$ cat src/rtl/rils_pkg.sv
`timescale 1ns / 1ps

package rils_pkg;

   localparam int VALUE_BITS_DEFAULT = 64;
   localparam int VALUE_WIDTH = 64;
   localparam int QUEUE_DEPTH = 4;

   typedef enum logic [1:0] {
      RX_DEC = 2'd0,
      RX_HEX = 2'd1,
      RX_OCT = 2'd2,
      RX_BIN = 2'd3
   } radix_type;

   typedef enum logic [1:0] {
      ST_OK       = 2'd0,
      ST_WARNING  = 2'd1,
      ST_OVERFLOW = 2'd2,
      ST_FRACTION = 2'd3
   } status_type;

   localparam logic [7:0] LIMIT_HEX  = 8'd16;
   localparam logic [7:0] LIMIT_OCT  = 8'd22;
   localparam logic [7:0] LIMIT_BIN  = 8'd64;
   localparam logic [7:0] LIMIT_DEC  = 8'd19;
   localparam logic [7:0] LIMIT_ZERO = 8'd20;

   typedef struct packed {
      logic       first;
      logic [3:0] digit;
      logic       dec_ok;
      logic       hex_ok;
      logic       oct_ok;
      logic       bin_ok;
      logic       dot;
      logic       prefix_hit;
      radix_type  prefix_radix;
   } entry_type;

   typedef struct packed {
      logic      valid;
      entry_type entry;
   } push_type;

   typedef struct packed {
      logic      empty;
      logic      full;
      entry_type head;
   } queue_status_type;

   function automatic logic [7:0] sat_inc(input logic [7:0] v);
      sat_inc = (v == 8'hff) ? v : v + 8'd1;
   endfunction

endpackage

$ cat src/rtl/rils_if.sv
`timescale 1ns / 1ps

interface rils_req_if;
   logic       valid;
   logic       ready;
   logic [7:0] character;
   logic       first;

   modport source (output valid, character, first, input ready);
   modport sink (input valid, character, first, output ready);
endinterface

interface rils_rsp_if;
   logic        valid;
   logic        ready;
   logic [63:0] value;
   logic [1:0]  radix;
   logic [7:0]  length;
   logic [1:0]  status;

   modport source (output valid, value, radix, length, status, input ready);
   modport sink (input valid, value, radix, length, status, output ready);
endinterface

$ cat src/rtl/rils_front.sv
`timescale 1ns / 1ps

module rils_front (
   rils_req_if.sink            req_channel,
   input  logic                queue_full,
   output rils_pkg::push_type  push
);

   localparam logic [7:0] CH_ZERO  = 8'h30;
   localparam logic [7:0] CH_ONE   = 8'h31;
   localparam logic [7:0] CH_SEVEN = 8'h37;
   localparam logic [7:0] CH_NINE  = 8'h39;
   localparam logic [7:0] CH_LA    = 8'h61;
   localparam logic [7:0] CH_LF    = 8'h66;
   localparam logic [7:0] CH_UA    = 8'h41;
   localparam logic [7:0] CH_UF    = 8'h46;
   localparam logic [7:0] CH_DOT   = 8'h2e;
   localparam logic [7:0] CH_LX    = 8'h78;
   localparam logic [7:0] CH_UX    = 8'h58;
   localparam logic [7:0] CH_LO    = 8'h6f;
   localparam logic [7:0] CH_UO    = 8'h4f;
   localparam logic [7:0] CH_LB    = 8'h62;
   localparam logic [7:0] CH_UB    = 8'h42;

   logic [7:0] c;
   logic       lower_hex;
   logic       upper_hex;
   logic [7:0] dec_val;
   logic [7:0] lower_val;
   logic [7:0] upper_val;

   assign c = req_channel.character;
   assign req_channel.ready = !queue_full;

   assign dec_val   = c - CH_ZERO;
   assign lower_val = c - CH_LA + 8'd10;
   assign upper_val = c - CH_UA + 8'd10;

   always_comb begin
      lower_hex = c inside {[CH_LA:CH_LF]};
      upper_hex = c inside {[CH_UA:CH_UF]};
      push.valid              = req_channel.valid && !queue_full;
      push.entry.first        = req_channel.first;
      push.entry.dec_ok       = c inside {[CH_ZERO:CH_NINE]};
      push.entry.oct_ok       = c inside {[CH_ZERO:CH_SEVEN]};
      push.entry.bin_ok       = c inside {[CH_ZERO:CH_ONE]};
      push.entry.hex_ok       = push.entry.dec_ok || lower_hex || upper_hex;
      push.entry.dot          = (c == CH_DOT);
      if (push.entry.dec_ok) begin
         push.entry.digit = dec_val[3:0];
      end else if (lower_hex) begin
         push.entry.digit = lower_val[3:0];
      end else if (upper_hex) begin
         push.entry.digit = upper_val[3:0];
      end else begin
         push.entry.digit = 4'd0;
      end
      push.entry.prefix_hit   = 1'b1;
      push.entry.prefix_radix = rils_pkg::RX_DEC;
      if (c == CH_LX || c == CH_UX) begin
         push.entry.prefix_radix = rils_pkg::RX_HEX;
      end else if (c == CH_LO || c == CH_UO) begin
         push.entry.prefix_radix = rils_pkg::RX_OCT;
      end else if (c == CH_LB || c == CH_UB) begin
         push.entry.prefix_radix = rils_pkg::RX_BIN;
      end else begin
         push.entry.prefix_hit = 1'b0;
      end
   end

endmodule

$ cat src/rtl/rils_queue.sv
`timescale 1ns / 1ps

module rils_queue #(
   parameter int DEPTH = rils_pkg::QUEUE_DEPTH
) (
   input  logic                       clock,
   input  logic                       reset,
   input  rils_pkg::push_type         push,
   input  logic                       pop,
   output rils_pkg::queue_status_type status
);

   localparam int PTR_W = (DEPTH > 1) ? $clog2(DEPTH) : 1;
   localparam int CNT_W = $clog2(DEPTH + 1);

   rils_pkg::entry_type slots_ff [DEPTH];
   logic [PTR_W-1:0] wr_ptr_ff;
   logic [PTR_W-1:0] wr_ptr_in;
   logic [PTR_W-1:0] rd_ptr_ff;
   logic [PTR_W-1:0] rd_ptr_in;
   logic [CNT_W-1:0] count_ff;
   logic [CNT_W-1:0] count_in;
   logic             do_push;

   assign do_push      = push.valid && (count_ff != CNT_W'(DEPTH));
   assign status.empty = (count_ff == '0);
   assign status.full  = (count_ff == CNT_W'(DEPTH));
   assign status.head  = slots_ff[rd_ptr_ff];

   always_comb begin
      wr_ptr_in = wr_ptr_ff;
      rd_ptr_in = rd_ptr_ff;
      count_in  = count_ff;
      if (do_push) begin
         wr_ptr_in = (wr_ptr_ff == PTR_W'(DEPTH - 1)) ? '0 : wr_ptr_ff + PTR_W'(1);
      end
      if (pop) begin
         rd_ptr_in = (rd_ptr_ff == PTR_W'(DEPTH - 1)) ? '0 : rd_ptr_ff + PTR_W'(1);
      end
      if (do_push && !pop) begin
         count_in = count_ff + CNT_W'(1);
      end else if (pop && !do_push) begin
         count_in = count_ff - CNT_W'(1);
      end
   end

   always_ff @(posedge clock) begin
      if (reset) begin
         wr_ptr_ff <= '0;
         rd_ptr_ff <= '0;
         count_ff  <= '0;
      end else begin
         wr_ptr_ff <= wr_ptr_in;
         rd_ptr_ff <= rd_ptr_in;
         count_ff  <= count_in;
      end
      if (do_push) begin
         slots_ff[wr_ptr_ff] <= push.entry;
      end
   end

`ifndef NO_ASSERTIONS
   a_count_bound: assert property (@(posedge clock) disable iff (reset)
      count_ff <= CNT_W'(DEPTH))
      else $error("queue count beyond depth");
   a_no_pop_empty: assert property (@(posedge clock) disable iff (reset)
      pop |-> count_ff != '0)
      else $error("pop from empty queue");
   a_fill: assert property (@(posedge clock) disable iff (reset)
      (do_push && !pop) |=> count_ff == $past(count_ff) + CNT_W'(1))
      else $error("queue count did not advance on push");
`endif

endmodule

$ cat src/rtl/rils_back.sv
`timescale 1ns / 1ps

module rils_back #(
   parameter int VALUE_BITS = rils_pkg::VALUE_BITS_DEFAULT
) (
   input  logic                       clock,
   input  logic                       reset,
   input  rils_pkg::queue_status_type queue,
   output logic                       pop,
   rils_rsp_if.source                 rsp_channel
);

   typedef enum logic [1:0] {
      PH_IDLE   = 2'd0,
      PH_PREFIX = 2'd1,
      PH_DIGITS = 2'd2
   } phase_type;

   phase_type            phase_ff, phase_in;
   rils_pkg::radix_type  rx_ff, rx_in;
   logic [VALUE_BITS-1:0] acc_ff, acc_in;
   logic [VALUE_BITS-1:0] prev_ff, prev_in;
   logic [7:0]           sc_ff, sc_in;
   logic [7:0]           sl_ff, sl_in;
   logic                 nz_ff, nz_in;
   logic [7:0]           cc_ff, cc_in;
   logic                 ovf_ff, ovf_in;

   logic                 out_valid_ff, out_valid_in;
   logic [63:0]          out_value_ff;
   logic [1:0]           out_radix_ff;
   logic [7:0]           out_length_ff;
   logic [1:0]           out_status_ff;

   rils_pkg::entry_type  e;
   rils_pkg::status_type st;
   logic                 emit;
   logic                 is_zero;
   logic                 digit_ok;
   logic [7:0]           step_sl;
   logic                 step_nz;
   logic [7:0]           step_sc;
   logic                 shift_ok;
   logic [VALUE_BITS-1:0] scaled;
   logic [VALUE_BITS-1:0] acc_m;
   logic [VALUE_BITS:0]  sum;
   logic                 add_ok;
   logic [7:0]           prefix_limit;

   assign e       = queue.head;
   assign pop     = !queue.empty && (!out_valid_ff || rsp_channel.ready);
   assign is_zero = e.dec_ok && (e.digit == 4'd0);

   always_comb begin
      case (rx_ff)
         rils_pkg::RX_HEX: begin
            scaled   = acc_ff << 4;
            digit_ok = e.hex_ok;
         end
         rils_pkg::RX_OCT: begin
            scaled   = acc_ff << 3;
            digit_ok = e.oct_ok;
         end
         rils_pkg::RX_BIN: begin
            scaled   = acc_ff << 1;
            digit_ok = e.bin_ok;
         end
         default: begin
            scaled   = (acc_ff << 3) + (acc_ff << 1);
            digit_ok = e.dec_ok;
         end
      endcase
      case (e.prefix_radix)
         rils_pkg::RX_HEX: prefix_limit = rils_pkg::LIMIT_HEX;
         rils_pkg::RX_OCT: prefix_limit = rils_pkg::LIMIT_OCT;
         rils_pkg::RX_BIN: prefix_limit = rils_pkg::LIMIT_BIN;
         default:          prefix_limit = rils_pkg::LIMIT_DEC;
      endcase
      if (!nz_ff && is_zero) begin
         step_sl = rils_pkg::sat_inc(sl_ff);
         step_nz = nz_ff;
      end else begin
         step_sl = sl_ff;
         step_nz = 1'b1;
      end
      step_sc  = rils_pkg::sat_inc(sc_ff);
      shift_ok = (step_sc <= step_sl);
      acc_m    = shift_ok ? scaled : acc_ff;
      sum      = {1'b0, acc_m} + {{(VALUE_BITS - 3){1'b0}}, e.digit};
      add_ok   = !sum[VALUE_BITS] && (acc_m >= prev_ff);
   end

   always_comb begin
      phase_in     = phase_ff;
      rx_in        = rx_ff;
      acc_in       = acc_ff;
      prev_in      = prev_ff;
      sc_in        = sc_ff;
      sl_in        = sl_ff;
      nz_in        = nz_ff;
      cc_in        = cc_ff;
      ovf_in       = ovf_ff;
      emit         = 1'b0;
      st           = rils_pkg::ST_OK;
      if (pop) begin
         if (e.first) begin
            if (!e.dec_ok) begin
               phase_in = PH_IDLE;
            end else begin
               rx_in    = rils_pkg::RX_DEC;
               acc_in   = VALUE_BITS'(e.digit);
               prev_in  = VALUE_BITS'(e.digit);
               sc_in    = 8'd0;
               sl_in    = is_zero ? rils_pkg::LIMIT_ZERO : rils_pkg::LIMIT_DEC;
               ovf_in   = 1'b0;
               cc_in    = 8'd1;
               nz_in    = !is_zero;
               phase_in = is_zero ? PH_PREFIX : PH_DIGITS;
            end
         end else begin
            case (phase_ff)
               PH_IDLE: begin
               end
               PH_PREFIX, PH_DIGITS: begin
                  if (phase_ff == PH_PREFIX && e.prefix_hit) begin
                     rx_in    = e.prefix_radix;
                     acc_in   = '0;
                     prev_in  = '0;
                     sc_in    = 8'd0;
                     sl_in    = prefix_limit;
                     nz_in    = 1'b0;
                     cc_in    = 8'd2;
                     phase_in = PH_DIGITS;
                  end else if (rx_ff == rils_pkg::RX_DEC && e.dot) begin
                     emit = 1'b1;
                     st   = ovf_ff ? rils_pkg::ST_OVERFLOW : rils_pkg::ST_FRACTION;
                  end else if (!digit_ok) begin
                     emit = 1'b1;
                     if (ovf_ff) begin
                        st = rils_pkg::ST_OVERFLOW;
                     end else if ((rx_ff == rils_pkg::RX_DEC || rx_ff == rils_pkg::RX_OCT)
                                  && sc_ff == sl_ff) begin
                        st = rils_pkg::ST_WARNING;
                     end
                  end else begin
                     phase_in = PH_DIGITS;
                     sl_in    = step_sl;
                     nz_in    = step_nz;
                     sc_in    = step_sc;
                     cc_in    = rils_pkg::sat_inc(cc_ff);
                     if (add_ok) begin
                        acc_in  = sum[VALUE_BITS-1:0];
                        prev_in = sum[VALUE_BITS-1:0];
                     end else begin
                        acc_in  = acc_m;
                     end
                     ovf_in = ovf_ff || !shift_ok || !add_ok;
                  end
                  if (emit) begin
                     phase_in = PH_IDLE;
                  end
               end
               default: begin
                  phase_in = PH_IDLE;
               end
            endcase
         end
      end
      if (pop) begin
         out_valid_in = emit;
      end else if (rsp_channel.ready) begin
         out_valid_in = 1'b0;
      end else begin
         out_valid_in = out_valid_ff;
      end
   end

   always_ff @(posedge clock) begin
      if (reset) begin
         phase_ff     <= PH_IDLE;
         out_valid_ff <= 1'b0;
      end else begin
         phase_ff     <= phase_in;
         out_valid_ff <= out_valid_in;
      end
      rx_ff   <= rx_in;
      acc_ff  <= acc_in;
      prev_ff <= prev_in;
      sc_ff   <= sc_in;
      sl_ff   <= sl_in;
      nz_ff   <= nz_in;
      cc_ff   <= cc_in;
      ovf_ff  <= ovf_in;
      if (pop && emit) begin
         out_value_ff  <= rils_pkg::VALUE_WIDTH'(acc_ff);
         out_radix_ff  <= rx_ff;
         out_length_ff <= cc_ff;
         out_status_ff <= st;
      end
   end

   assign rsp_channel.valid  = out_valid_ff;
   assign rsp_channel.value  = out_value_ff;
   assign rsp_channel.radix  = out_radix_ff;
   assign rsp_channel.length = out_length_ff;
   assign rsp_channel.status = out_status_ff;

`ifndef NO_ASSERTIONS
   a_emit_idle: assert property (@(posedge clock) disable iff (reset)
      (pop && emit) |=> phase_ff == PH_IDLE)
      else $error("literal end did not return to idle");
   a_bad_start: assert property (@(posedge clock) disable iff (reset)
      (pop && e.first && !e.dec_ok) |=> phase_ff == PH_IDLE)
      else $error("non-digit start left scanner busy");
   a_result_source: assert property (@(posedge clock) disable iff (reset)
      $rose(out_valid_ff) |-> $past(pop && emit))
      else $error("result raised without a literal end");
`endif

endmodule

$ cat src/rtl/radix_integer_literal_scanner_unit.sv
`timescale 1ns / 1ps

// Integer literal scanner with radix prefix.
// req_channel carries one source byte per beat with a first flag on the
// opening decimal digit; rsp_channel returns one beat per literal: value,
// radix, length and status. A literal ends on the first byte that is not a
// digit of its radix; that byte gives the result and is not counted.
// Throughput: one byte per cycle while no result waits on the receiver;
// the multiply-by-base and 64-bit add in the back-end digit step are
// combinational. The ending byte is written into the queue, decoded at
// the queue head and loaded into the result register.
// Reset empties the queue, clears the result valid flag and sets the scan
// phase to idle; no result is pending afterwards.
// When the receiver stalls, the back end holds the pending result and stops
// draining; the queue absorbs up to four bytes, then req_channel.ready drops.

module radix_integer_literal_scanner_unit #(
   parameter int VALUE_BITS = rils_pkg::VALUE_BITS_DEFAULT
) (
   input  logic        clock,
   input  logic        reset,
   rils_req_if.sink    req_channel,
   rils_rsp_if.source  rsp_channel
);

   rils_pkg::push_type         push;
   rils_pkg::queue_status_type queue_status;
   logic                       pop;

   rils_front u_front (
      .req_channel (req_channel),
      .queue_full  (queue_status.full),
      .push        (push)
   );

   rils_queue #(
      .DEPTH (rils_pkg::QUEUE_DEPTH)
   ) u_queue (
      .clock  (clock),
      .reset  (reset),
      .push   (push),
      .pop    (pop),
      .status (queue_status)
   );

   rils_back #(
      .VALUE_BITS (VALUE_BITS)
   ) u_back (
      .clock       (clock),
      .reset       (reset),
      .queue       (queue_status),
      .pop         (pop),
      .rsp_channel (rsp_channel)
   );

endmodule

$ cat src/flat_wrapper.sv
// flat-port wrapper written by rule: the top's interface ports become plain ports
module radix_integer_literal_scanner_unit_flat 
#(
   parameter int VALUE_BITS = rils_pkg::VALUE_BITS_DEFAULT
)
  (clock, reset, req_channel_valid, req_channel_character, req_channel_first, req_channel_ready, rsp_channel_valid, rsp_channel_value, rsp_channel_radix, rsp_channel_length, rsp_channel_status, rsp_channel_ready);
  rils_req_if req_channel_i ();
  rils_rsp_if rsp_channel_i ();
  input  logic clock;
  input  logic reset;
  input wire logic [$bits(req_channel_i.valid)-1:0] req_channel_valid;
  input wire logic [$bits(req_channel_i.character)-1:0] req_channel_character;
  input wire logic [$bits(req_channel_i.first)-1:0] req_channel_first;
  output wire logic [$bits(req_channel_i.ready)-1:0] req_channel_ready;
  output wire logic [$bits(rsp_channel_i.valid)-1:0] rsp_channel_valid;
  output wire logic [$bits(rsp_channel_i.value)-1:0] rsp_channel_value;
  output wire logic [$bits(rsp_channel_i.radix)-1:0] rsp_channel_radix;
  output wire logic [$bits(rsp_channel_i.length)-1:0] rsp_channel_length;
  output wire logic [$bits(rsp_channel_i.status)-1:0] rsp_channel_status;
  input wire logic [$bits(rsp_channel_i.ready)-1:0] rsp_channel_ready;
  assign req_channel_i.valid = req_channel_valid;
  assign req_channel_i.character = req_channel_character;
  assign req_channel_i.first = req_channel_first;
  assign req_channel_ready = req_channel_i.ready;
  assign rsp_channel_valid = rsp_channel_i.valid;
  assign rsp_channel_value = rsp_channel_i.value;
  assign rsp_channel_radix = rsp_channel_i.radix;
  assign rsp_channel_length = rsp_channel_i.length;
  assign rsp_channel_status = rsp_channel_i.status;
  assign rsp_channel_i.ready = rsp_channel_ready;
  radix_integer_literal_scanner_unit #(.VALUE_BITS(VALUE_BITS)) u_core (.clock(clock), .reset(reset), .req_channel(req_channel_i), .rsp_channel(rsp_channel_i));
endmodule
$ cat config.mk
export PLATFORM = sky130hd
export DESIGN_NAME = radix_integer_literal_scanner_unit_flat
export DESIGN_NICKNAME = d
export VERILOG_FILES = /design/src/rtl/rils_pkg.sv /design/src/rtl/rils_if.sv /design/src/rtl/rils_front.sv /design/src/rtl/rils_queue.sv /design/src/rtl/rils_back.sv /design/src/rtl/radix_integer_literal_scanner_unit.sv /design/src/flat_wrapper.sv
export SDC_FILE = /design/constraint.sdc
export NUM_CORES = 1
export LEC_CHECK = 0
export CAP_MARGIN = 30
export CORE_MARGIN = 2
export CORE_UTILIZATION = 55
export CTS_CLUSTER_SIZE = 10
export DETAILED_ROUTE_END_ITERATION = 6
export DONT_BUFFER_PORTS = 1
export PLACE_DENSITY_LB_ADDON = 0.12
export SLEW_MARGIN = 5
export SYNTH_ARGS = -nofsm -noshare
export SYNTH_HDL_FRONTEND = slang
export SYNTH_HIERARCHICAL = 1
export SYNTH_SLANG_ARGS = --single-unit
$ cat constraint.sdc
create_clock -name clock -period 10.1 [get_ports clock]
set_input_delay 2.525 -clock clock [delete_from_list [all_inputs] [get_ports clock]]
set_output_delay 2.525 -clock clock [all_outputs]
set_load 0.05 [all_outputs]
==> results by group <==
Synth
  • Synth area leader: edfxtp_1
  • Ys async rst share: 0%
  • Synth Instances: 2554
  • Synth Area per Inst: 9.25 µm²
  • Post-synth top flop: edfxtp_1
  • Largest family of logic cells by synthesized area: simple AND/OR/NAND/NOR gates
  • Synth cell types: 111
  • Seq cells post-synth: 296
  • Top cell type's share of synthesized area: 36.1%
  • Complex-gate fraction of the synthesized area: 19.5%
  • Post-synthesis xor/xnor area fraction: 3.45%
  • Post-synthesis mux area share: 5.57%
  • Mapped Area: 0.0236 mm²
  • YS warnings: 6
  • Synth Area in Adders: 8.26%
  • Net count after synthesis: 2721
  • Post-synth EDFFs: 284
  • Post-Synth Simple-Gate Area: 21.1%
  • Largest cells by area after synthesis: edfxtp_1 36%, ha_1 8.0%, a21oi_1 4.2%, nand2_1 3.6%, mux2i_1 3.6%
  • Sequential share of the synthesized area: 37.1%

Min path
  • Min-delay worst type: reg2reg
  • HP Start: u_core/u_queue/count_ff[2]$_SDFFE_PP0P_
  • Worst hold stages: 2

Timing
  • Final setup fails: 0
  • Worst-Margin Slew: 1.06 ns
  • Fin crit share: 86.8%
  • Achievable Freq: 0.114 GHz
  • Final Hold Fails: 0
  • Hold WS: 0.510 ns
  • Final setup TNS: 0 ns
  • RSZ-0062 raised after global routing: no
  • Min Clock Period, post-route: 8.77 ns
  • Max Slew Vio Count: 0
  • Slew headroom: 28.5%
  • Clk_skew: 0.0263 ns

Drt
  • Final WL: 78.9 mm
  • Drt first pass iters: 6
  • Via density: 6.86
  • Vias: 21100
  • Antenna-violating nets left: 0
  • DR iter-0 viols: 2472
  • DR WL/cell: 25.7 µm
  • DR DRC count: 0

Floorplan
  • Initial Util: 56.0%
  • I/O pins: 91
  • Die Wd: 211 µm
  • Core box area: 0.0421 mm²
  • Die height: 211 µm
  • Die footprint: 0.0446 mm²
  • Floorplan row count: 75

Cells and area
  • Fin cells: 3073
  • Layout cells sized above 1: 8.76%
  • Most frequent cells in the layout: 284 x edfxtp_1, 227 x nand2_1, 204 x nor2_1
  • Ant. Diodes: 0
  • Layout Area Growth over Synthesis: 7.26%
  • Most common cell after layout, fill and taps aside: edfxtp_1
  • Fill count: 3666
  • Post-route cell area: 0.0253 mm²
  • Fin nets: 2672

Flow run
  • Max Cap Violations: 0

Placed design
  • Port Buffer Count: 0
  • Post-Place Cells: 3003
  • Hpwl dp: 58.3 mm
  • Cell Area, Placed: 0.0242 mm²
  • Placer Congestion: 1.00

CTS
  • Clock latency on the worst-skew pair: 0.58 ns
  • CTS Buf Count: 38
  • Clock Sinks: 296
  • H-tree Lvls: 2
  • Worst-path clk slew: 0.06 ns
  • Root buf cell: clkbuf_16
  • Cts hold-fix bufs: 0
  • Post-CTS Setup Bufs: 0
  • CTS resizes: 0
  • Clock buffer depth: 3
  • CTS tree: yes

GRT
  • Routing usage on met1: 50.5%
  • GR Layer Usage met2: 54.8%
  • Met3 Resource Use GR: 5.63%
  • Initial antenna violation count: 1
  • Pin count of the biggest net entering global routing: 73
  • Total GRT Usage: 35.3%
  • Global-route wire length before repair: 121 mm
  • Busiest grt layer: met2
  • Number of global-route vias before repair: 19800
  • Total global routing overflow: 0

Critical path
  • Crit path arrival time: 8.98 ns
  • Critical Path Most Common Cell: nand4_1
  • Critical Path Source Type: flip-flop
  • CP endpoint kind: flip-flop
  • Critical path class: reg2reg
  • R2R cell count: 26
  • Slowest stage delay, CP: 0.73 ns
  • WP data required: 10.32 ns
  • Crit path max fanout: 64
  • Cell with the largest stage delay on the worst path: nor3_1

Outcome
  • Outcome: finished, final reports clean
==> stage by stage <==
step | util (%) | setup slack (ns)
after global routing | 60.1 | 0.825
after global placement | 57.4 | 1.80
final | 60.1 | 1.33
after floorplan | - | 0.0922
after CTS | 60.0 | 1.52
after detailed placement | 57.4 | 1.57
==> per-layer routing <==
metal | vias up | wire, µm
met5 | - | 0
met4 | 0 | 2570
met3 | 144 | 6980
met2 | 1083 | 34900
met1 | 10200 | 34400
li1 | 9674 | -
==> cell families (layout without fill, tap and decap cells) <==
group | count (synthesis) | after routing
xor+xnor | 93 | 93
simple gates | 950 | 950
fa+ha+maj | 154 | 154
mux | 111 | 111
buf+inv | 272 | 252
flops | 296 | 296
compound gates | 678 | 678
==> Yosys cell counts, types with 9 or more instances <==
cell	number
or2_2	14
a2111oi_0	11
buf_2	39
or3_1	27
and3_1	33
and2_1	21
nor2b_1	19
nand4_1	78
ha_1	151
o221ai_1	11
dfxtp_1	12
nand2b_1	43
a31oi_1	22
o21ai_1	12
xnor2_1	47
a221oi_1	15
nand2_1	227
mux4_2	15
clkbuf_1	88
a21o_1	45
buf_1	11
or4_1	28
nand3_1	82
a21oi_1	197
o31ai_1	35
a2111oi_2	9
inv_1	114
nor3_1	64
nor2_1	208
mux2_2	10
mux2i_1	85
edfxtp_1	284
o21ai_0	112
xor2_1	46
and4_1	19
o21a_1	22
a211oi_1	39
o211ai_1	22
nor4_1	27
==> area by class of cell <==
| cell class | count | area (µm²) | area share, % |
|---|---|---|---|
| multi-input cells | 1986 | 13700 | 54.2 |
| flip-flops and latches | 296 | 8770 | 34.6 |
| clock buffers | 60 | 1040 | 4.12 |
| well taps | 539 | 674 | 2.66 |
| repair buffers | 64 | 551 | 2.17 |
| inverters | 119 | 468 | 1.85 |
| clock inverters | 9 | 91.3 | 0.361 |
==> worst max-delay path, delay by kind of cell (launching register included) <==
family                     cells  cell delay (ns)
muxes                          1             0.46
adders and majority gates      2             0.51
xor gates and xnor gates       1             0.22
buffers and inverters          3             0.74
DFF                            1             0.70
and+or+nand+nor               13             3.92
AOI/OAI and AO/OA              6             1.78
==> worst paths after layout <==
path / end / slack [ns]
worst max-delay path: u_core/u_back/prev_ff[59]$_SDFFCE_PN0P_ / 1.33
worst min-delay path: u_core/u_queue/count_ff[2]$_SDFFE_PP0P_ / 0.51
worst max register to register: u_core/u_back/prev_ff[59]$_SDFFCE_PN0P_ / 1.33
worst min register to register: u_core/u_queue/count_ff[2]$_SDFFE_PP0P_ / 0.51
==> state kept, by name (all words and copies together) (netlist names), named ones only <==
name,flops
u_core/u_back/rsp_channel.radix,2
u_core/u_back/rsp_channel.status,2
u_core/u_queue/count_ff,3
u_core/u_back/acc_ff,64
u_core/u_back/rx_ff,2
u_core/u_back/ovf_ff,1
u_core/u_back/phase_ff,2
u_core/u_back/rsp_channel.value,64
u_core/u_queue/slots_ff,52
u_core/u_back/cc_ff,8
u_core/u_queue/rd_ptr_ff,2
u_core/u_back/nz_ff,1
u_core/u_back/sl_ff,8
u_core/u_back/prev_ff,64
u_core/u_back/rsp_channel.valid,1
u_core/u_back/sc_ff,8
u_core/u_back/rsp_channel.length,8
u_core/u_queue/wr_ptr_ff,2
Power is left out: the tool's default activity adds up to more than one toggle a clock period on the data nets, which glitch-free logic cannot reach.
